==> src/rtl/thi_ram.sv <==
`timescale 1ns / 1ps
`default_nettype none

// Simple dual-port RAM, one write and one registered read. A read of the
// address being written in the same cycle returns the old contents.
module thi_ram #(
  parameter int WIDTH = 8,
  parameter int DEPTH = 256
) (
  input  wire logic                     clk_i,
  input  wire logic                     we_i,
  input  wire logic [$clog2(DEPTH)-1:0] waddr_i,
  input  wire logic [WIDTH-1:0]         wdata_i,
  input  wire logic                     re_i,
  input  wire logic [$clog2(DEPTH)-1:0] raddr_i,
  output      logic [WIDTH-1:0]         rdata_o
);

  logic [WIDTH-1:0] mem_q [DEPTH];
  logic [WIDTH-1:0] rdata_q;

  always_ff @(posedge clk_i) begin
    if (re_i) begin
      rdata_q <= mem_q[raddr_i];
    end
    if (we_i) begin
      mem_q[waddr_i] <= wdata_i;
    end
  end

  assign rdata_o = rdata_q;

endmodule

`default_nettype wire

==> config.mk <==
export PLATFORM = sky130hd
export DESIGN_NAME = thi_ram
export DESIGN_NICKNAME = d
export VERILOG_FILES = /design/src/rtl/thi_ram.sv
export SDC_FILE = /design/constraint.sdc
export NUM_CORES = 2
export LEC_CHECK = 0
export ABC_CLOCK_PERIOD_IN_PS = 6350
export BUFFER_PORTS_ARGS = -buffer_cell sky130_fd_sc_hd__buf_2
export CORE_ASPECT_RATIO = 1.2
export CORE_MARGIN = 2
export CORE_UTILIZATION = 34
export CTS_CLUSTER_SIZE = 20
export DETAILED_ROUTE_END_ITERATION = 8
export HOLD_SLACK_MARGIN = 0.12
export PLACE_DENSITY_LB_ADDON = 0.08
export SLEW_MARGIN = 20
export SYNTH_ARGS = -nofsm -noshare
export SYNTH_HDL_FRONTEND = slang
export SYNTH_SLANG_ARGS = --single-unit
==> constraint.sdc <==
create_clock -name clk_i -period 6.35 [get_ports clk_i]
set_input_delay 0.9525 -clock clk_i [delete_from_list [all_inputs] [get_ports clk_i]]
set_output_delay 0.9525 -clock clk_i [all_outputs]
set_load 0.005 [all_outputs]
# Word level (Yosys, flattened, before mapping)
# Memories as Yosys holds them, arrays and structs flattened. A register that Yosys moved wholly into a read port is not among the register bits.
# Cells that the tools add are included.
[word_totals]
regBits = 0
ramBits = 2048
input_bits = 27
output_inout_bits = 8
wordCells = 3
memories = 1
[classes]
mux = 2
[memory_table]
columns = ["name", "words", "width", "read_ports", "rd_clocked_by_memory_dff", "wr", "line", "source"]
rows = [
  ["mem_q", 256, 8, 1, 1, 1, "19", "logic [WIDTH-1:0] mem_q [DEPTH];"],
]
[op_table]
columns = ["cell", "n"]
rows = [
  ["$mux 1", 2],
]

# Longest topological paths before layout
[logic_depth]
ltp_word = 2
mapped_depth = 11
ltp_nobuf = 6

# Worst setup path after synthesis
# OpenSTA, ideal clock, no wires.
[synth_path]
kind = "input to register"
from = "input port raddr_i[0]"
to = "register rdata_q[2] (netlist: rdata_o[2]) (read register of mem_q) (data pin)"
setup_ns = 0.269
t_arrival_ns = 2.760
t_required_ns = 6.081
path_slack_ns = 3.321
stages = 9
n_path_buf = 4
path_cell_list = "buf_6 -> buf_12 -> buf_8 -> buf_2 -> mux4_2 -> a22oi_1 -> a21oi_1 -> nor4_1 -> nor4_2"
[synth_rtl]
columns = ["item", "line", "source"]
rows = [
  ["from (decl)", "15", "input wire logic [$clog2(DEPTH)-1:0] raddr_i,"],
  ["to (decl)", "20", "logic [WIDTH-1:0] rdata_q;"],
]

==> results_dict.tcl <==
set metrics [dict create \
    grt_antenna_before_repair 13 \
    cp-end-kind "register" \
    drc 0 \
    yosys-top-cells-area "edfxtp_1 78%, mux4_2 13%, mux2i_1 1.7%, nor2_1 1.3%, a22oi_1 1.3%" \
    crit_buf_inv 3 \
    port_buffers 34 \
    dp_hpwl_mm 142.5 \
    p_per_area_mw_per_mm2 318.5 \
    fin_nets 3897 \
    htreeDepth 4 \
    wire_per_inst_um 32.95 \
    cp_slowest_cell "nor4_1" \
    dp_cells 6680 \
    ios 35 \
    rsz0062_at_grt "false" \
    cts_tree "done" \
    avgViaCountPerCell 5.358 \
    cts_resized 0 \
    fmax_ghz 0.2593 \
    place_area_mm2 0.08345 \
    slew_violations 0 \
    grt_pass1_vias 39750 \
    path_common_cell "nor4_1" \
    clock_skew_ns 0.05793 \
    firstDrtPassIters 5 \
    die-area_mm2 0.2381 \
    synthArstFlopShare_pct 0 \
    rows 194 \
    clk_path_buf_depth 4 \
    die_h_um 534.2 \
    total_power_mw 28.74 \
    synth_cell_type_count 54 \
    fin_ws_ns 2.494 \
    cp_data_arrival_time_ns 4.45 \
    max_slew_margin_pct 23.43 \
    final_antenna_net_count 0 \
    gp_congestion 0.7724 \
    drt_wl_total_mm 233.5 \
    vias 37980 \
    dr.first_iter.drc_count 3486 \
    overflow 0 \
    fp.dieW_um 445.8 \
    cts.sinks 2056 \
    multi_input_area_mm2 0.01662 \
    drive_above_1_share_pct 22.74 \
    initial_core_util_pct 34.21 \
    synthCells 3733 \
    setup_violations 0 \
    worst_path_largest_cell_delay_ns 0.87 \
    instances_no_fill 7088 \
    grt_usage_pct 19.50 \
    syn_area_per_cell_um2 21.33 \
    path_cells "buf_8, buf_12, buf_4, mux4_2, nor2b_1, a211oi_1, nor2_1, nor4_1, nor4_1" \
    worstSkewPairLatency_ns 0.88 \
    yosys.area.top_type "edfxtp_1" \
    yosys.cell_count.top_type "edfxtp_1" \
    synth_area_mm2 0.07964 \
    grt_max_degree 137 \
    crit_type "in -> reg" \
    syn_nets 3760 \
    cp_max_fo 38 \
    cts_buffers 226 \
    status "finished, final reports clean" \
    worst_pin_slew_ns 1.138 \
    grt_pass1_wl_mm 325.6 \
    hold_buffers 0 \
    peakVddDrop_uv 256.7 \
    ys_seq_area_share_pct 77.53 \
    clk_pin_slew_ns 0.06 \
    ys_seq_elements 2056 \
    cts_setup_buffers 0 \
    pre_cts_ws_ns 1.454 \
    core_area_mm2 0.2328 \
    fin_crit_sh_pct 60.73 \
    yosys_warnings 0 \
    fin_area_mm2 0.09023 \
    final_util_pct 38.76 \
    fin_crit_ns 3.856 \
    path_delay_family "simple AND/OR/NAND/NOR gates" \
    start_kind "input pin" \
    holdWs_ns 0.4768 \
    regArea_mm2 0.06174 \
    tns_ns 0 \
    min_path_type "in -> reg" \
    hold_viol 0 \
    synth-edff-count 2056 \
    syn2layout_area_growth_pct 13.30 \
    cellLeakagePower_nw 27.37 \
    root_buffer "clkbuf_16" \
    synth_common_cells "2056 x edfxtp_1, 454 x mux4_2, 282 x nor2_1" \
    ys.flop_type "edfxtp_1" \
    worstPathRequired_ns 6.94 \
    synth.top_cell.area_share_pct 77.53 \
    fillers 20820 \
    cap_violations 0 \
]
[area by class of cell]
| class | instances | area share (%) |
|---|---|---|
| clock inverters | 112 | 0.8667 |
| diodes | 5 | 0.01387 |
| well taps | 3038 | 4.213 |
| flip-flops and latches | 2056 | 68.43 |
| inverters | 2 | 0.008320 |
| clock buffers | 291 | 6.633 |
| repair buffers | 142 | 1.417 |
| multi-input cells | 1442 | 18.42 |
[registers in the layout, summed over array words and instances, names as in the netlist]
name and count:
rdata_o 8, mem_q 2048
[worst paths after layout]
path	from	to	slack, ns	cells past startpoint
hold reg to reg	mem_q[199][0]	rdata_o[0]	1.15	5
setup reg to reg	mem_q[71][4]	rdata_o[4]	3.43	5
hold / removal	wdata_i[5]	mem_q[176][5]	0.48	1
setup / recovery	raddr_i[0]	rdata_o[4]	2.49	9
[layout by cell type (no fill, tap or decap), drive strengths merged, types with 11 or more instances in the layout]
cell,n
o22ai,28
nor2,282
a221oi,14
nor3,22
nand2,33
edfxtp,2056
bufinv,11
o221ai,47
nor4,27
mux4,456
a22oi,133
clkinv,98
nand3,34
nor2b,31
o21ai,12
a211oi,16
mux2i,134
clkbuf,291
a21oi,96
buf,142
[cell families after synthesis]
| logic type | synth area share [%] |
|---|---|
| AND/OR/NAND/NOR | 2.625 |
| buffers and inverters | 1.829 |
| AO/OA/AOI/OAI | 3.416 |
| flip-flops | 77.53 |
| multiplexers | 14.60 |
[power breakdown]
group / internal [mW] / total (mW) / switching (mW)
registers: 15.0 / 15.0 / 0.0208
clock network: 7.03 / 12.3 / 5.31
logic: 0.451 / 1.41 / 0.961
[per-layer routing]
metal | global-route usage [%] | share of wire (%) | up-vias | wire length (um)
met5 | 0 | 0.0034 | - | 8
met4 | 5.263 | 2.5 | 2 | 5890
met3 | 2.417 | 4.0 | 294 | 9257
met2 | 34.56 | 53 | 877 | 122700
met1 | 25.17 | 41 | 20800 | 95710
li1 | - | - | 16000 | -
[worst reg2reg max path, cell delays in order (launching register included)]
cell and delay, ns:
edfxtp_1 0.44, mux4_2 0.50, mux4_2 0.48, nor2b_1 0.18
nor4_1 0.91, nor4_1 0.16
(Power assumes the default switching activity.)
