File: src/rtl/thi_pkg.sv
`timescale 1ns / 1ps
`default_nettype none

package thi_pkg;

  // Grid geometry.
  localparam int MAX_COLS   = 256;
  localparam int MAX_ROWS   = 256;
  localparam int COL_W      = 8;
  localparam int ROW_W      = 8;
  localparam int DIM_W      = 9;
  localparam int CODE_W     = 8;

  // The grid is split into four banks by column and row parity, so the four
  // corners of any grid square fall into four different banks.
  localparam int NUM_BANKS  = 4;
  localparam int BANK_AW    = (COL_W - 1) + (ROW_W - 1);
  localparam int BANK_DEPTH = 1 << BANK_AW;

  // Query arithmetic.
  localparam int POINT_W     = 15;
  localparam int TILE_W      = 9;
  localparam int FRAC_W      = 7;
  localparam int SPACING     = 100;
  localparam int CODE_ZERO   = 128;
  localparam int CM_PER_CODE = 10;
  localparam int RECIP       = 5243;
  localparam int RECIP_SHIFT = 19;
  localparam int PROD_W      = POINT_W + 13;
  localparam int HEIGHT_W    = 17;

  // Commands.
  localparam logic CMD_WRITE = 1'b0;
  localparam logic CMD_QUERY = 1'b1;

  // Configuration register indexes.
  localparam int CFG_IDX_W = 1;
  localparam logic [CFG_IDX_W-1:0] REG_GRID_WIDTH  = 1'b0;
  localparam logic [CFG_IDX_W-1:0] REG_GRID_HEIGHT = 1'b1;

  typedef struct packed {
    logic               cmd;
    logic [COL_W-1:0]   cell_col;
    logic [ROW_W-1:0]   cell_row;
    logic [CODE_W-1:0]  height_code;
    logic [POINT_W-1:0] point_x;
    logic [POINT_W-1:0] point_y;
  } item_t;

  typedef struct packed {
    logic                sample_valid;
    logic [HEIGHT_W-1:0] height_hundredths;
  } result_t;

  // Query state travelling alongside the bank read data.
  typedef struct packed {
    logic              vld;
    logic              in_range;
    logic              tx_odd;
    logic              ty_odd;
    logic [FRAC_W-1:0] fx;
    logic [FRAC_W-1:0] fy;
  } lookup_t;

  typedef logic [NUM_BANKS-1:0][BANK_AW-1:0] bank_addr_t;
  typedef logic [NUM_BANKS-1:0][CODE_W-1:0]  bank_data_t;

endpackage

`default_nettype wire

File: src/rtl/thi_addr.sv
`timescale 1ns / 1ps
`default_nettype none

// Query front end: splits the point into grid square and fraction, checks the
// range and issues one read to each bank.
module thi_addr (
  input  wire logic                          clk_i,
  input  wire logic                          rst_ni,
  input  wire logic                          query_i,
  input  wire logic [thi_pkg::POINT_W-1:0]   point_x_i,
  input  wire logic [thi_pkg::POINT_W-1:0]   point_y_i,
  input  wire logic [thi_pkg::DIM_W-1:0]     grid_width_i,
  input  wire logic [thi_pkg::DIM_W-1:0]     grid_height_i,
  output      logic                          rd_en_o,
  output      thi_pkg::bank_addr_t           rd_addr_o,
  output      thi_pkg::lookup_t              lookup_o
);

  logic                        q1_vld_q;
  logic [thi_pkg::POINT_W-1:0] x_q, y_q;

  logic [thi_pkg::PROD_W-1:0]  x_prod, y_prod;
  logic [thi_pkg::TILE_W-1:0]  tx, ty;
  logic [thi_pkg::FRAC_W-1:0]  fx, fy;
  logic [thi_pkg::DIM_W-1:0]   w_sat, h_sat;
  logic                        in_range;

  thi_pkg::lookup_t lookup_d, lookup_q;

  always_ff @(posedge clk_i or negedge rst_ni) begin
    if (!rst_ni) begin
      q1_vld_q <= 1'b0;
    end else begin
      q1_vld_q <= query_i;
    end
  end

  always_ff @(posedge clk_i) begin
    if (query_i) begin
      x_q <= point_x_i;
      y_q <= point_y_i;
    end
  end

  // Division by the grid spacing as a multiply by its reciprocal; exact for
  // every 15-bit coordinate.
  always_comb begin
    x_prod = thi_pkg::PROD_W'(x_q) * thi_pkg::PROD_W'(thi_pkg::RECIP);
    y_prod = thi_pkg::PROD_W'(y_q) * thi_pkg::PROD_W'(thi_pkg::RECIP);
    tx     = x_prod[thi_pkg::RECIP_SHIFT +: thi_pkg::TILE_W];
    ty     = y_prod[thi_pkg::RECIP_SHIFT +: thi_pkg::TILE_W];
    fx     = thi_pkg::FRAC_W'(x_q - thi_pkg::POINT_W'(
               thi_pkg::POINT_W'(tx) * thi_pkg::POINT_W'(thi_pkg::SPACING)));
    fy     = thi_pkg::FRAC_W'(y_q - thi_pkg::POINT_W'(
               thi_pkg::POINT_W'(ty) * thi_pkg::POINT_W'(thi_pkg::SPACING)));
  end

  // A point is inside when its square index lies below the last grid line.
  always_comb begin
    w_sat = (grid_width_i > thi_pkg::DIM_W'(thi_pkg::MAX_COLS)) ?
            thi_pkg::DIM_W'(thi_pkg::MAX_COLS) : grid_width_i;
    h_sat = (grid_height_i > thi_pkg::DIM_W'(thi_pkg::MAX_ROWS)) ?
            thi_pkg::DIM_W'(thi_pkg::MAX_ROWS) : grid_height_i;
    in_range = (w_sat >= thi_pkg::DIM_W'(2)) && (h_sat >= thi_pkg::DIM_W'(2)) &&
               (tx < w_sat - thi_pkg::DIM_W'(1)) && (ty < h_sat - thi_pkg::DIM_W'(1));
  end

  // Each bank holds one column parity and one row parity; pick the corner
  // of the square that matches.
  always_comb begin
    logic [1:0]                 bid;
    logic [thi_pkg::COL_W-1:0]  col;
    logic [thi_pkg::ROW_W-1:0]  row;
    for (int b = 0; b < thi_pkg::NUM_BANKS; b++) begin
      bid = 2'(b);
      col = (tx[0] == bid[0]) ? tx[thi_pkg::COL_W-1:0] :
            tx[thi_pkg::COL_W-1:0] + thi_pkg::COL_W'(1);
      row = (ty[0] == bid[1]) ? ty[thi_pkg::ROW_W-1:0] :
            ty[thi_pkg::ROW_W-1:0] + thi_pkg::ROW_W'(1);
      rd_addr_o[b] = {row[thi_pkg::ROW_W-1:1], col[thi_pkg::COL_W-1:1]};
    end
  end

  always_comb begin
    lookup_d.vld      = q1_vld_q;
    lookup_d.in_range = in_range;
    lookup_d.tx_odd   = tx[0];
    lookup_d.ty_odd   = ty[0];
    lookup_d.fx       = fx;
    lookup_d.fy       = fy;
  end

  always_ff @(posedge clk_i or negedge rst_ni) begin
    if (!rst_ni) begin
      lookup_q <= '0;
    end else begin
      lookup_q <= lookup_d;
    end
  end

  assign rd_en_o  = q1_vld_q;
  assign lookup_o = lookup_q;

endmodule

`default_nettype wire

File: config.mk
export PLATFORM = sky130hd
export DESIGN_NAME = thi_addr
export DESIGN_NICKNAME = d
export VERILOG_FILES = /design/src/rtl/thi_pkg.sv /design/src/rtl/thi_addr.sv
export SDC_FILE = /design/constraint.sdc
export NUM_CORES = 1
export LEC_CHECK = 0
export ABC_AREA = 0
export BUFFER_PORTS_ARGS = -buffer_cell sky130_fd_sc_hd__buf_2
export CAP_MARGIN = 20
export CORE_MARGIN = 5
export CORE_UTILIZATION = 55
export DETAILED_ROUTE_END_ITERATION = 10
export PLACE_DENSITY = 0.76
export SLEW_MARGIN = 20
export SYNTH_ARGS = -nofsm -noshare
export SYNTH_HDL_FRONTEND = slang
export SYNTH_SLANG_ARGS = --single-unit
File: constraint.sdc
create_clock -name clk_i -period 12.9 [get_ports clk_i]
set_input_delay 1.29 -clock clk_i [delete_from_list [all_inputs] [get_ports clk_i]]
set_output_delay 1.29 -clock clk_i [all_outputs]
set_load 0.005 [all_outputs]
# Yosys cells after proc, flatten, opt, wreduce, memory -nomap -nowiden
# Index checks and enable logic that the tools add are counted.
# Widths: inputs -> output; s select.
# totals
regBits,49
in_bits,51
out_inout_bits,75
elab_cells,34
# op_classes
add_sub_neg,6
multipliers,4
order_cmp,6
muxes,6
n_reduce_logical,3
# op_table
op,n
$mul 15x13->28 const B,2
$mux 8,4
$ge 9x2->1 const B,2
$gt 9x9->1 const B,2
$lt 9x9->1,2
$mul 9x5->5 const B,2
$mux 9,2
$sub 9x1->9 const B,2
$add 8x1->8 const B,2
$sub 7x7->7,2
$logic_and 1x1->1,3

# Longest topological paths before layout
# logic_depth
word_depth,6
mapped_depth,26
ltp_nobuf,26

# Worst setup path before layout
# Ideal clock, no wire load.
# synth_path
path_kind,register to output
start,register y_q[11] in the netlist's numbering
end,output port rd_addr_o[26] in the netlist's numbering
t_arrival_ns,5.757
required_ns,11.610
setup_slack_ns,5.853
path_stages_with_launch,22
n_path_buf,1
cell_sequence,edfxtp_1 -> ha_1 -> fa_1 -> fa_1 -> fa_1 -> inv_1 -> fa_1 -> inv_1 -> ha_1 -> nand3_1 -> or3_1 -> a211o_1 -> a21oi_1 -> nor2_1 -> xnor2_1 -> ha_1 -> and2_1 -> nand2_1 -> a211oi_1 -> o211ai_1 -> xnor2_1 -> buf_4
# synth_rtl
element,line_no,rtl
start: declaration,thi_addr.sv:20,"logic [thi_pkg::POINT_W-1:0] x_q, y_q;"
start signal: assignment,thi_addr.sv:41,y_q <= point_y_i;
end: declaration,thi_addr.sv:15,"output thi_pkg::bank_addr_t rd_addr_o,"

==> flow_summary.ini <==
[run_status]
status = completed

[timing]
setup_violations = 0
worstMarginPinSlew_ps = 813
rsz0062_at_grt = no
slew_viol_final = 0
hold_viol = 0
post-route-period-util = 0.607
skew_ps = 11.4
relSlewSlack = 0.456
layout_min_cycle_time_ps = 7830
fin_tns_setup_ps = 0
max_freq_ghz = 0.128

[layout]
fin_nets = 1542
final_util = 0.604
finalInstanceArea_mm2 = 0.0113
drive_gt1_frac = 0.141
syn2layout_area_growth_pct = 8.20
n_antenna_cell = 0

[floorplan]
die_x_um = 148
rows = 50
die_h_um = 148
die-area_mm2 = 0.0218
start_util = 0.558
io_pins = 126
core_area_mm2 = 0.0187

[yosys]
synth_top_family_by_area = adder cells
avgSynthCellArea_um2 = 10.2
yosysMostFrequentCell = inv_1
synthMuxAreaShare = 0.000959
synth_flop_cell = edfxtp_1
synth_seq_cells = 49
synth-edff-count = 30
ys_async_sr_fraction = 0.388
synth_common_cells = inv_1 (236), ha_1 (232), fa_1 (140)
syn_inst = 1021
seq_area_frac_synth = 0.132
netlist_area_mm2 = 0.0104
synth_fa_ha_area_frac = 0.548
yosys.area.top_type = ha_1
synth_cell_types = 65
synthXorXnorAreaFrac = 0.0559
synth_area_leaders = ha_1 (28%), fa_1 (27%), edfxtp_1 (8.6%)
synth-compound-area-share = 0.0775
synth_warnings = 0
yosys.area_share.simple = 0.0787
synth_top_area_frac = 0.278
synth_nets = 1444

[clocking]
clkTransAtPathRegs_ps = 70
clkLatencyLatePin_ps = 310
cts-resized-gates = 0
clock-sinks = 49
cts_buffers = 5
ctsRootBufferMaster = clkbuf_16
cts_tree = built
cts_setup_buffers = 0
hold_buffers = 0
cts-htree-levels = 2
clockBufferDepth = 2

[grt]
grt_pass1_wl_um = 36500
overflow = 0
track_usage = 0.208
antenna_found_initial = 0
grt_max_degree = 32
grt_pass1_vias = 7455

[route]
drtPass1Iterations = 4
vias = 7167
drt_iter0_drc = 300
routedWlPerCell_um = 16.0
routed_wl_um = 21700
vias_per_cell = 5.29
antenna_left = 0
drc = 0

[worst_setup_path]
cp-end-kind = output pin
cp_max_fo = 11
crit_type = reg2out
cp-startpoint = x_q[4]$_DFFE_PP_
critical_path_required_ps = 11610
r2r-start = y_q[10]$_DFFE_PP_
arrival_ps = 6540
startpoint_type = register

[worst_hold_path]
worstHoldStart = rd_en_o$_DFF_PN0_
min_path_type = reg2reg

[placed_design]
place_area_mm2 = 0.0111
portBuffers = 125
hpwl_um = 19300
gp_congestion = 0.916

[flow_run]
maxCapViolations = 0
layout make-up:
class | count | area [um^2]
sequential | 49 | 1380
multi-input combinational | 702 | 7940
fill | 1526 | 7420
clock inverter | 3 | 46.3
clock buffer | 5 | 125
tap | 234 | 293
timing repair buffer | 125 | 626
inverter | 236 | 886
layout by cell type, fill, tap and decap left out, types with 3 or more instances in the layout:
master	Yosys	final
nand2b_1	4	4
xnor2_1	35	35
a211oi_1	8	8
clkbuf_16	0	5
o21ai_1	6	6
dfrtp_1	19	19
buf_2	1	125
a221oi_2	3	3
and2_1	4	4
o21ai_0	15	15
nand4_1	5	5
or4_1	3	3
nand2_1	38	38
fa_1	140	140
o21a_1	3	3
nor3b_1	3	3
a311oi_1	3	3
a21oi_2	4	4
and3_1	7	7
o211ai_1	8	8
inv_1	236	236
nor2_1	30	30
xor2_1	21	21
xor2_2	3	3
nor3_1	13	13
a21oi_1	36	36
edfxtp_1	30	30
a21o_1	7	7
nor2b_1	4	4
nand3_1	21	21
or3_1	5	5
ha_1	232	232
kinds of logic (layout without fill, tap and decap cells):
| family | count (synthesis) | after routing |
|---|---|---|
| DFF | 49 | 49 |
| muxes | 1 | 1 |
| AOI/OAI and AO/OA | 115 | 115 |
| adders and majority gates | 373 | 373 |
| and+or+nand+nor | 152 | 152 |
| xor gates and xnor gates | 61 | 61 |
| buffers and inverters | 270 | 369 |
state kept, by name, summed over array words and instances, names as in the netlist:
register and flops:
lookup_o 18, x_q 15, rd_en_o 1, y_q 15
metrics by stage:
step | hold WS [ps] | setup slack, ps | instances
5_1_grt | 403 | 4580 | 1354
3_5_place_dp | 377 | 5370 | 1346
4_1_cts | 394 | 5010 | 1354
2_1_floorplan | 376 | 5850 | 1021
3_3_place_gp | 354 | 5490 | 1346
6_report | 386 | 5070 | 1354
worst max-delay path: stages (launching register included):
cell	delay, ps
edfxtp_1	630
inv_1	260
fa_1	580
inv_1	40
ha_1	210
fa_1	530
inv_1	50
fa_1	400
fa_1	520
inv_1	40
ha_1	370
a21oi_1	210
o21ai_1	120
o21ai_1	270
o221ai_1	210
nor2_1	650
ha_1	350
nand2_1	120
or3_1	340
xnor2_1	180
buf_2	140
per-layer routing:
| metal | track usage | vias to the layer above | part of all wire |
|---|---|---|---|
| met2 | 0.355 | 167 | 0.49 |
| met1 | 0.277 | 3439 | 0.44 |
| met5 | 0 | - | 0 |
| li1 | - | 3519 | - |
| met4 | 0.0629 | 0 | 0.026 |
| met3 | 0.0294 | 42 | 0.049 |
final timing paths:
| path | slack (ps) | end | depth (start not counted) |
|---|---|---|---|
| worst max-delay path | 5070 | rd_addr_o[45] | 20 |
| worst min-delay path | 390 | lookup_o[17]$_DFF_PN0_ | 0 |
| worst max register to register | 6050 | lookup_o[16]$_DFF_PN0_ | 25 |
| worst min register to register | 390 | lookup_o[17]$_DFF_PN0_ | 0 |
| max in group asynchronous | 11610 | lookup_o[12]$_DFF_PN0_ | 1 |
| min in group asynchronous | 940 | lookup_o[3]$_DFF_PN0_ | 1 |
Power is left out: the tool's default activity adds up to more than one toggle a clock period on the data nets, which glitch-free logic cannot reach.
