==> config.mk <==
export PLATFORM = sky130hd
export DESIGN_NAME = thi_interp
export DESIGN_NICKNAME = d
export VERILOG_FILES = /design/src/rtl/thi_pkg.sv /design/src/rtl/thi_interp.sv
export SDC_FILE = /design/constraint.sdc
export NUM_CORES = 1
export LEC_CHECK = 0
export ABC_AREA = 1
export BUFFER_PORTS_ARGS = -buffer_cell sky130_fd_sc_hd__buf_2
export CAP_MARGIN = 20
export CORE_UTILIZATION = 64
export DETAILED_ROUTE_END_ITERATION = 8
export GPL_TIMING_DRIVEN = 0
export MAX_ROUTING_LAYER = met4
export PLACE_DENSITY = 0.91
export SYNTH_ARGS = -nofsm -noshare
export SYNTH_HDL_FRONTEND = slang
export SYNTH_SLANG_ARGS = --single-unit
==> constraint.sdc <==
create_clock -name clk_i -period 5.1 [get_ports clk_i]
set_clock_uncertainty 0.15 [all_clocks]
set_input_delay 1.02 -clock clk_i [delete_from_list [all_inputs] [get_ports clk_i]]
set_output_delay 1.02 -clock clk_i [all_outputs]
set_load 0.005 [all_outputs]
==> src/rtl/thi_pkg.sv <==
`timescale 1ns / 1ps
`default_nettype none

package thi_pkg;

  // Grid geometry.
  localparam int MAX_COLS   = 256;
  localparam int MAX_ROWS   = 256;
  localparam int COL_W      = 8;
  localparam int ROW_W      = 8;
  localparam int DIM_W      = 9;
  localparam int CODE_W     = 8;

  // The grid is split into four banks by column and row parity, so the four
  // corners of any grid square fall into four different banks.
  localparam int NUM_BANKS  = 4;
  localparam int BANK_AW    = (COL_W - 1) + (ROW_W - 1);
  localparam int BANK_DEPTH = 1 << BANK_AW;

  // Query arithmetic.
  localparam int POINT_W     = 15;
  localparam int TILE_W      = 9;
  localparam int FRAC_W      = 7;
  localparam int SPACING     = 100;
  localparam int CODE_ZERO   = 128;
  localparam int CM_PER_CODE = 10;
  localparam int RECIP       = 5243;
  localparam int RECIP_SHIFT = 19;
  localparam int PROD_W      = POINT_W + 13;
  localparam int HEIGHT_W    = 17;

  // Commands.
  localparam logic CMD_WRITE = 1'b0;
  localparam logic CMD_QUERY = 1'b1;

  // Configuration register indexes.
  localparam int CFG_IDX_W = 1;
  localparam logic [CFG_IDX_W-1:0] REG_GRID_WIDTH  = 1'b0;
  localparam logic [CFG_IDX_W-1:0] REG_GRID_HEIGHT = 1'b1;

  typedef struct packed {
    logic               cmd;
    logic [COL_W-1:0]   cell_col;
    logic [ROW_W-1:0]   cell_row;
    logic [CODE_W-1:0]  height_code;
    logic [POINT_W-1:0] point_x;
    logic [POINT_W-1:0] point_y;
  } item_t;

  typedef struct packed {
    logic                sample_valid;
    logic [HEIGHT_W-1:0] height_hundredths;
  } result_t;

  // Query state travelling alongside the bank read data.
  typedef struct packed {
    logic              vld;
    logic              in_range;
    logic              tx_odd;
    logic              ty_odd;
    logic [FRAC_W-1:0] fx;
    logic [FRAC_W-1:0] fy;
  } lookup_t;

  typedef logic [NUM_BANKS-1:0][BANK_AW-1:0] bank_addr_t;
  typedef logic [NUM_BANKS-1:0][CODE_W-1:0]  bank_data_t;

endpackage

`default_nettype wire

==> src/rtl/thi_interp.sv <==
`timescale 1ns / 1ps
`default_nettype none

// Triangle interpolation over three register stages: corner selection and
// differences, products, then sum, scaling to hundredths and clamping.
module thi_interp (
  input  wire logic                clk_i,
  input  wire logic                rst_ni,
  input  wire thi_pkg::lookup_t    lookup_i,
  input  wire thi_pkg::bank_data_t rd_data_i,
  output      logic                result_valid_o,
  output      thi_pkg::result_t    result_o
);

  localparam int DW = thi_pkg::CODE_W + 1;
  localparam int PW = 17;
  localparam int SW = PW + 1;
  localparam int RW = SW + 4;

  // Stage A: corners and differences in height codes.
  logic [thi_pkg::CODE_W-1:0] tl, tr, bl, br;
  logic                       upper;
  logic signed [DW-1:0]       base_d, d1_d, d2_d;
  logic [thi_pkg::FRAC_W-1:0] f1_d, f2_d;

  logic                       a_vld_q, a_in_q;
  logic signed [DW-1:0]       a_base_q, a_d1_q, a_d2_q;
  logic [thi_pkg::FRAC_W-1:0] a_f1_q, a_f2_q;

  // Stage B: products.
  logic signed [PW-1:0]       bsc_d, p1_d, p2_d;
  logic                       b_vld_q, b_in_q;
  logic signed [PW-1:0]       b_bsc_q, b_p1_q, b_p2_q;

  // Stage C: result.
  logic signed [SW-1:0]       sum;
  logic signed [RW-1:0]       r10;
  thi_pkg::result_t           res_d, res_q;
  logic                       res_vld_q;

  always_comb begin
    tl = rd_data_i[{lookup_i.ty_odd,  lookup_i.tx_odd}];
    tr = rd_data_i[{lookup_i.ty_odd, ~lookup_i.tx_odd}];
    bl = rd_data_i[{~lookup_i.ty_odd, lookup_i.tx_odd}];
    br = rd_data_i[{~lookup_i.ty_odd, ~lookup_i.tx_odd}];
    upper = ((thi_pkg::FRAC_W + 1)'(lookup_i.fx) + (thi_pkg::FRAC_W + 1)'(lookup_i.fy))
            <= (thi_pkg::FRAC_W + 1)'(thi_pkg::SPACING);
    if (upper) begin
      base_d = $signed({1'b0, tl}) - $signed(DW'(thi_pkg::CODE_ZERO));
      d1_d   = $signed({1'b0, tr}) - $signed({1'b0, tl});
      d2_d   = $signed({1'b0, bl}) - $signed({1'b0, tl});
      f1_d   = lookup_i.fx;
      f2_d   = lookup_i.fy;
    end else begin
      base_d = $signed({1'b0, br}) - $signed(DW'(thi_pkg::CODE_ZERO));
      d1_d   = $signed({1'b0, bl}) - $signed({1'b0, br});
      d2_d   = $signed({1'b0, tr}) - $signed({1'b0, br});
      f1_d   = thi_pkg::FRAC_W'(thi_pkg::SPACING) - lookup_i.fx;
      f2_d   = thi_pkg::FRAC_W'(thi_pkg::SPACING) - lookup_i.fy;
    end
  end

  always_comb begin
    bsc_d = $signed({{(PW-DW){a_base_q[DW-1]}}, a_base_q})
            * $signed(PW'(thi_pkg::SPACING));
    p1_d  = $signed({{(PW-thi_pkg::FRAC_W){1'b0}}, a_f1_q})
            * $signed({{(PW-DW){a_d1_q[DW-1]}}, a_d1_q});
    p2_d  = $signed({{(PW-thi_pkg::FRAC_W){1'b0}}, a_f2_q})
            * $signed({{(PW-DW){a_d2_q[DW-1]}}, a_d2_q});
  end

  always_comb begin
    sum = $signed({b_bsc_q[PW-1], b_bsc_q}) + $signed({b_p1_q[PW-1], b_p1_q})
          + $signed({b_p2_q[PW-1], b_p2_q});
    r10 = $signed({{(RW-SW){sum[SW-1]}}, sum}) * $signed(RW'(thi_pkg::CM_PER_CODE));
    res_d.sample_valid = b_in_q;
    if (!b_in_q || r10[RW-1]) begin
      res_d.height_hundredths = '0;
    end else begin
      res_d.height_hundredths = r10[thi_pkg::HEIGHT_W-1:0];
    end
  end

  always_ff @(posedge clk_i or negedge rst_ni) begin
    if (!rst_ni) begin
      a_vld_q   <= 1'b0;
      b_vld_q   <= 1'b0;
      res_vld_q <= 1'b0;
    end else begin
      a_vld_q   <= lookup_i.vld;
      b_vld_q   <= a_vld_q;
      res_vld_q <= b_vld_q;
    end
  end

  always_ff @(posedge clk_i) begin
    a_in_q   <= lookup_i.in_range;
    a_base_q <= base_d;
    a_d1_q   <= d1_d;
    a_d2_q   <= d2_d;
    a_f1_q   <= f1_d;
    a_f2_q   <= f2_d;
    b_in_q   <= a_in_q;
    b_bsc_q  <= bsc_d;
    b_p1_q   <= p1_d;
    b_p2_q   <= p2_d;
    res_q    <= res_d;
  end

  assign result_valid_o = res_vld_q;
  assign result_o       = res_q;

endmodule

`default_nettype wire
* After elaboration in Yosys (flattened, before gate mapping)
Index checks and enable logic that the tools add are counted.
Cells by class: add/sub/neg operators 11, multiply operators 4, $lt $le $gt $ge 5, mux-type cells 13, bitwise gates (word level) 2, reductions and logical operators 2
Operators by type and width (count):
- $bmux 8 s2 | 4
- $sub 8x8->9 | 4
- $mul 8x9->17 | 2
- $mux 8 | 4
- $mux 9 | 3
- $mul 18x4->21 const B | 1
- $add 17x17->18 | 1
- $add 18x17->18 | 1
- $sub 8x8->9 const B | 2
- $mul 9x6->15 const B | 1
- $mux 7 | 2
- $sub 7x7->7 const A | 2
- $lt 2x3->1 const B | 4
- $add 7x7->8 | 1
- $le 8x7->1 const B | 1
- $not 1->1 | 2
- $logic_not 1->1 | 1
- $logic_or 1x1->1 | 1
Storage, ports and cells: register bits after elaboration 113, bits of input ports 52, logic and storage cells 53

* Depth between registers and ports, before layout
Gate-level depths: netlist (run 1).
depth in word-level cells 5, mapped depth 25, depth with buffers taken out 24

* Least setup slack after synthesis (run 1)
OpenSTA, ideal clock, no wires.
path kind register to register, start point reg a_f1_q[2] (netlist name), end point reg b_p1_q[16], library setup time 0.112 ns, arrival 3.961 ns, required time 4.838 ns, path slack 0.876 ns, cell stages (with the launch flop) 18, path buffers 1, clock period less this slack 4.224 ns, cell sequence dfxtp_1 -> clkbuf_1 -> nand2_1 -> inv_1 -> fa_1 -> fa_1 -> inv_1 -> fa_1 -> inv_1 -> fa_1 -> ha_1 -> a21o_1 -> a21oi_1 -> nor2_1 -> a211oi_1 -> nand2_1 -> nand2_1 -> nand2_1
On the way: word-level cells in the longest chain between the ends 1
Ends and longest elaborated chain:
- start: declaration | RTL line thi_interp.sv:28 | logic [thi_pkg::FRAC_W-1:0] a_f1_q, a_f2_q;
- start signal: assignment | RTL line thi_interp.sv:101 | a_f1_q <= f1_d;
- $mul 8x9->17 | RTL line thi_interp.sv:67 | * $signed({{(PW-DW){a_d1_q[DW-1]}}, a_d1_q});
- via p1_d[16] | RTL line thi_interp.sv:31 | logic signed [PW-1:0] bsc_d, p1_d, p2_d;
- end signal: assignment | RTL line thi_interp.sv:105 | b_p1_q <= p1_d;
- end: declaration | RTL line thi_interp.sv:33 | logic signed [PW-1:0] b_bsc_q, b_p1_q, b_p2_q;
The timed path passes the listed nets, and every way through them passes these cells. A chain may end at the register's enable or synchronous reset.

* Worst setup path after layout (run 1)
Ends and elaborated chain as after synthesis.

==> run metrics, run 1 <==
clock-pin slew of the registers on the worst-case setup and hold paths=80 ps; critical path peak fanout=9; via count of the first global-routing pass=12059; sequential element share of the synthesized area=16.5%; post-route clock period utilization=93.1%; highest-count cells in the layout ignoring fill and taps=sky130_fd_sc_hd__nand2_1 (449), sky130_fd_sc_hd__inv_1 (409), sky130_fd_sc_hd__ha_1 (186); netlist area before placement=0.0135 sq mm; most common cell after layout, fill and taps aside=sky130_fd_sc_hd__nand2_1; first-pass GRT wire length=55.2 mm; IO Port Bufs=67; start point of the worst hold path=a_in_q; # diodes=0; R2R Setup Slk=350 ps; maximum level of the CTS H-tree=3; std cell rows=52; worst hold slack across all endpoints=187 ps; number of distinct library cell variants in the gate-level netlist after synthesis=35; count of clock tree sinks=111; final instance area=0.0145 sq mm; number of flops mapped to enable cells by yosys=0; post-cts repair resize count=0; top achievable clock speed=211 MHz; fraction of layout cells with a size suffix above 1=5.43%; Detail Route Antenna Nets=0; placer congestion estimate=1.01; remaining design rule violation count=0; worst-margin pin slew=871 ps; largest net degree at the start of global routing=21; Hold Path Class=register to register; first-pass detailed-route iteration total=7; CTS Buf Count=9; CP Data Arrival Time=4860 ps; violation count after the first detailed-route iteration=638; Root Buffer Master=sky130_fd_sc_hd__clkbuf_16; GR Layer Usage met3=3.49%; Mapped Nets=2202; die footprint=0.0218 sq mm; RSZ-0062 raised after global routing=false; critical path required time=5210 ps; HPWL after DPL=27.5 mm; number of antenna violations at the first check in global routing=0; Setup TNS Final=0 ps; clock tree from TritonCTS=built; post-CTS setup buffer count=0; launching point of the worst reg2reg path=a_f1_q[2]; outcome=finished, final reports clean; number of pins exceeding their max-slew limit in the final report=0; Final setup viols=0; number of stages on the worst hold path=0; die boundary width=147 um; met2 capacity usage during global routing=59.2%; total via count in the routed design=11799; Max Root-Sink Buffers=2; clock insertion delay at the later pin of the skew report=360 ps; post-synthesis instance total=1834; final critical-path required period=4750 ps; worst reg2reg endpoint=b_p1_q[16]; Ports=71; Die H=147 um; post-synthesis to final-layout area growth=7.22%; proportion of register bits with asynchronous set or reset after synthesis=2.70%; total track usage=32.7%; worst hold path endpoint=b_in_q; final wirelength=32.8 mm; element type at the critical path end=register; number of cell instances on the worst register-to-register path=17; most crowded layer after global routing=met2; startpoint types=register; overall overflow remaining after global route=0; flops & latches, synth=111; worst relative slew slack=41.3%; Syn Area/Cell=7.39 sq um; placed instance area=0.0142 sq mm; cts-stage hold buffer count=0; post-layout net count=2280; Crit Path Class=register to register; Main synth FF type=sky130_fd_sc_hd__dfxtp_1; post-detailed-route wirelength per cell=15.0 um; via count normalized by instance count=5.40; initial standard-cell utilization of the core=66.1%; max-capacitance violation count=0; area inside the core boundary=0.0205 sq mm; GR Util met1=35.8%; total number of yosys warnings=0; Final Hold Vio Count=0
registers in the layout, indices dropped and copies added, names as in the netlist, 8 cells and up:
| name | count |
|---|---|
| b_p2_q | 17 |
| result_o | 17 |
| b_bsc_q | 15 |
| a_d1_q | 9 |
| b_p1_q | 17 |
| a_d2_q | 9 |
| a_base_q | 8 |
cell families after synthesis:
| logic type | Yosys count | synth area share, % |
|---|---|---|
| DFF | 111 | 16.5 |
| buffers and inverters | 451 | 13.0 |
| adders and majority gates | 316 | 36.4 |
| AOI/OAI and AO/OA | 218 | 8.49 |
| other | 1 | 0.0277 |
| xor gates and xnor gates | 96 | 6.21 |
| and+or+nand+nor | 641 | 19.4 |
layout make-up:
class	count	area [sq um]
clock inverters	6	66.3
plain buffers	42	224
repair buffers	67	335
fillers	1586	5970
clock buffers	10	239
flip-flops and latches	111	2240
well taps	270	338
inverters	409	1540
multi-input cells	1272	9550
Yosys cell counts, types with 2 or more instances:
master / instances / area share, %
sky130_fd_sc_hd__a21oi_1: 107 / 4.0
sky130_fd_sc_hd__or2_2: 2 / 0.092
sky130_fd_sc_hd__xnor2_1: 40 / 2.6
sky130_fd_sc_hd__o21ai_0: 87 / 3.2
sky130_fd_sc_hd__nand4_1: 11 / 0.51
sky130_fd_sc_hd__buf_6: 6 / 0.50
sky130_fd_sc_hd__o21bai_1: 4 / 0.22
sky130_fd_sc_hd__nand2_1: 449 / 12
sky130_fd_sc_hd__dfrtp_1: 3 / 0.55
sky130_fd_sc_hd__nor2_1: 76 / 2.1
sky130_fd_sc_hd__inv_1: 409 / 11
sky130_fd_sc_hd__ha_1: 186 / 17
sky130_fd_sc_hd__nand3b_1: 16 / 0.89
sky130_fd_sc_hd__a31oi_1: 2 / 0.092
sky130_fd_sc_hd__xor2_1: 56 / 3.6
sky130_fd_sc_hd__buf_2: 8 / 0.30
sky130_fd_sc_hd__dfxtp_1: 108 / 16
sky130_fd_sc_hd__clkbuf_1: 25 / 0.69
sky130_fd_sc_hd__or2_1: 2 / 0.092
sky130_fd_sc_hd__o211ai_1: 4 / 0.22
sky130_fd_sc_hd__a211oi_1: 3 / 0.17
sky130_fd_sc_hd__a21o_1: 7 / 0.39
sky130_fd_sc_hd__fa_1: 130 / 19
sky130_fd_sc_hd__buf_4: 3 / 0.17
sky130_fd_sc_hd__nor3_1: 4 / 0.15
sky130_fd_sc_hd__nand3_1: 77 / 2.8
how the worst max path moves through the flow:
stage,endpoint,start
4_1_cts,b_p1_q[16],a_f1_q[2]
3_3_place_gp,b_p2_q[12],a_f2_q[4]
3_5_place_dp,b_p1_q[16],a_f1_q[2]
5_1_grt,b_p1_q[16],a_f1_q[2]
2_1_floorplan,b_p1_q[16],a_f1_q[2]
6_report,b_p1_q[16],a_f1_q[2]
critical path, stage by stage, from the launching register on:
cell and delay, ps:
sky130_fd_sc_hd__dfxtp_1 310, sky130_fd_sc_hd__clkbuf_1 370, sky130_fd_sc_hd__nand2_1 190, sky130_fd_sc_hd__inv_1 140
sky130_fd_sc_hd__fa_1 560, sky130_fd_sc_hd__fa_1 600, sky130_fd_sc_hd__inv_1 60, sky130_fd_sc_hd__fa_1 500
sky130_fd_sc_hd__inv_1 50, sky130_fd_sc_hd__fa_1 480, sky130_fd_sc_hd__ha_1 380, sky130_fd_sc_hd__a21o_1 210
sky130_fd_sc_hd__a21oi_1 140, sky130_fd_sc_hd__nor2_1 60, sky130_fd_sc_hd__a211oi_1 240, sky130_fd_sc_hd__nand2_1 90
sky130_fd_sc_hd__nand2_1 70, sky130_fd_sc_hd__nand2_1 40
metal layers:
layer	share of wire, %	up-vias	wire, um
met4	4.3	0	1390
met1	39	5491	12800
met5	0	-	0
met3	4.8	101	1560
li1	-	5784	-
met2	52	423	17000
stage by stage:
step                      std cells  utilization, %  worst slack [ps]
final                          2187            70.9               351
after global routing           2187            70.9              44.8
after CTS                      2187            70.9               380
after detailed placement       2171            69.4               414
after global placement         2171            69.4               560
after floorplan                1834               -               876
Power of run 1 is left out: the tool's default activity adds up to more than one toggle a clock period on the data nets, which glitch-free logic cannot reach.
==> inputs of run 2 (changes only) <==
- PLACE_DENSITY: 0.91 -> 0.83
==> run metrics, run 2 (synthesis results as in run 1) <==
outcome=finished, final reports clean; # diodes=0 (unchanged); via count of the first global-routing pass=11259 (-6.6%); post-CTS setup buffer count=0 (unchanged); post-synthesis to final-layout area growth=7.08%; Detail Route Antenna Nets=0 (unchanged); most common cell after layout, fill and taps aside=sky130_fd_sc_hd__nand2_1; max-capacitance violation count=0 (unchanged); area used by multi-input combinational logic=0.00955 sq mm (unchanged); Hold Path Class=register to register; met2 capacity usage during global routing=52.8% (-6.3 points); HPWL after DPL=25.9 mm (-6.1%); highest-count cells in the layout ignoring fill and taps=sky130_fd_sc_hd__nand2_1 (449), sky130_fd_sc_hd__inv_1 (409), sky130_fd_sc_hd__ha_1 (186); most crowded layer after global routing=met2; GR Util met1=35.9% (+0.058 points); final wirelength=29.9 mm (-8.7%); launching point of the worst reg2reg path=a_f1_q[2]; worst-margin pin slew=788 ps (-83.1 ps); # fillers=1705 (+7.5%); Max Root-Sink Buffers=2 (unchanged); CP Data Arrival Time=4730 ps (-130 ps); violation count after the first detailed-route iteration=667 (+4.5%); worst reg2reg endpoint=b_p1_q[16]; post-route clock period utilization=90.7% (-2.4 points); first-pass detailed-route iteration total=5 (-2); area inside the core boundary=0.0205 sq mm (unchanged); total track usage=30.1% (-2.7 points); Final setup viols=0 (unchanged); first-pass GRT wire length=51.3 mm (-7.2%); via count normalized by instance count=5.17 (-4.1%); number of pins exceeding their max-slew limit in the final report=0 (unchanged); critical path peak fanout=9 (unchanged); Ports=71 (unchanged); IO Port Bufs=67 (unchanged); overall overflow remaining after global route=0 (unchanged); worst hold path endpoint=b_in_q; element type at the critical path end=register; FF+latch area=0.00224 sq mm (unchanged); RSZ-0062 raised after global routing=false; CTS Buf Count=9 (unchanged); number of stages on the worst hold path=0 (unchanged); post-detailed-route wirelength per cell=13.7 um (-8.7%); largest net degree at the start of global routing=20 (-4.8%); startpoint types=register; Setup TNS Final=0 ps (unchanged); clock tree from TritonCTS=built; die footprint=0.0218 sq mm (unchanged); cts-stage hold buffer count=0 (unchanged); placer congestion estimate=0.972 (-4.2%); Final Hold Vio Count=0 (unchanged); maximum level of the CTS H-tree=3 (unchanged); final critical-path required period=4630 ps (-123 ps); post-cts repair resize count=0 (unchanged); GR Layer Usage met3=3.83% (+0.34 points); initial standard-cell utilization of the core=66.1% (unchanged); clock insertion delay at the later pin of the skew report=350 ps (about the same); critical path required time=5200 ps (about the same); fraction of layout cells with a size suffix above 1=5.43% (unchanged); post-layout net count=2280 (unchanged); top achievable clock speed=216 MHz (+2.7%); Root Buffer Master=sky130_fd_sc_hd__clkbuf_16; R2R Setup Slk=470 ps (+120 ps); clock-pin slew of the registers on the worst-case setup and hold paths=70 ps (about the same); number of antenna violations at the first check in global routing=0 (unchanged); total via count in the routed design=11310 (-4.1%); Die H=147 um (unchanged); die boundary width=147 um (unchanged); remaining design rule violation count=0 (unchanged); worst relative slew slack=46.9% (+5.6 points); Crit Path Class=register to register; number of cell instances on the worst register-to-register path=16 (-1); count of clock tree sinks=111 (unchanged); start point of the worst hold path=a_in_q; std cell rows=52 (unchanged)
-- run 2: how the worst max path moves through the flow --
stage / to / from / slack (ps)
6_report: b_p1_q[16] / a_f1_q[2] / 470
5_1_grt: b_p1_q[16] / a_f1_q[2] / 90
3_3_place_gp: b_p1_q[16] / a_f1_q[2] / 490
4_1_cts: b_p1_q[16] / a_f1_q[2] / 460
3_5_place_dp: b_p1_q[16] / a_f1_q[2] / 470
2_1_floorplan: b_p1_q[16] / a_f1_q[2] / 880
-- run 2: worst max-delay path, stage by stage (launching register included) --
cell                       delay [ps]
sky130_fd_sc_hd__dfxtp_1          310
sky130_fd_sc_hd__clkbuf_1         390
sky130_fd_sc_hd__nand2_1          180
sky130_fd_sc_hd__inv_1            140
sky130_fd_sc_hd__fa_1             450
sky130_fd_sc_hd__fa_1             510
sky130_fd_sc_hd__inv_1             60
sky130_fd_sc_hd__fa_1             530
sky130_fd_sc_hd__inv_1             60
sky130_fd_sc_hd__fa_1             470
sky130_fd_sc_hd__ha_1             380
sky130_fd_sc_hd__a21oi_1          260
sky130_fd_sc_hd__o21ai_0          150
sky130_fd_sc_hd__a211oi_1         300
sky130_fd_sc_hd__nand2_1           80
sky130_fd_sc_hd__nand2_1           60
sky130_fd_sc_hd__nand2_1           50
-- run 2: layout make-up --
| type | count | share of cell area, % |
|---|---|---|
| Tap cell | 270 | 2.33 |
| Buffer | 42 | 1.54 |
| Sequential cell | 111 | 15.4 |
| Multi-Input combinational cell | 1272 | 65.8 |
| Clock buffer | 9 | 1.55 |
| Inverter | 409 | 10.6 |
| Clock inverter | 7 | 0.414 |
| Timing Repair Buffer | 67 | 2.31 |
-- run 2: per-layer routing --
metal	share of wire [%]	wire length, um
met5	0	0
met4	2.0	599
met3	4.1	1230
met2	51	15100
met1	43	12900
-- run 2: metrics by stage --
step                instances  setup slack (ps)  hold WS (ps)  util [%]  area, sq um
floorplan                1834               876           160         -        13500
global placement         2171               488           170      69.4        14200
detailed placement       2171               470           186      69.4        14200
CTS                      2187               463           207      70.8        14500
global route             2187              87.9           206      70.8        14500
finish                   2187               474           199      70.8        14500
Power of run 2 is left out for the same reason.
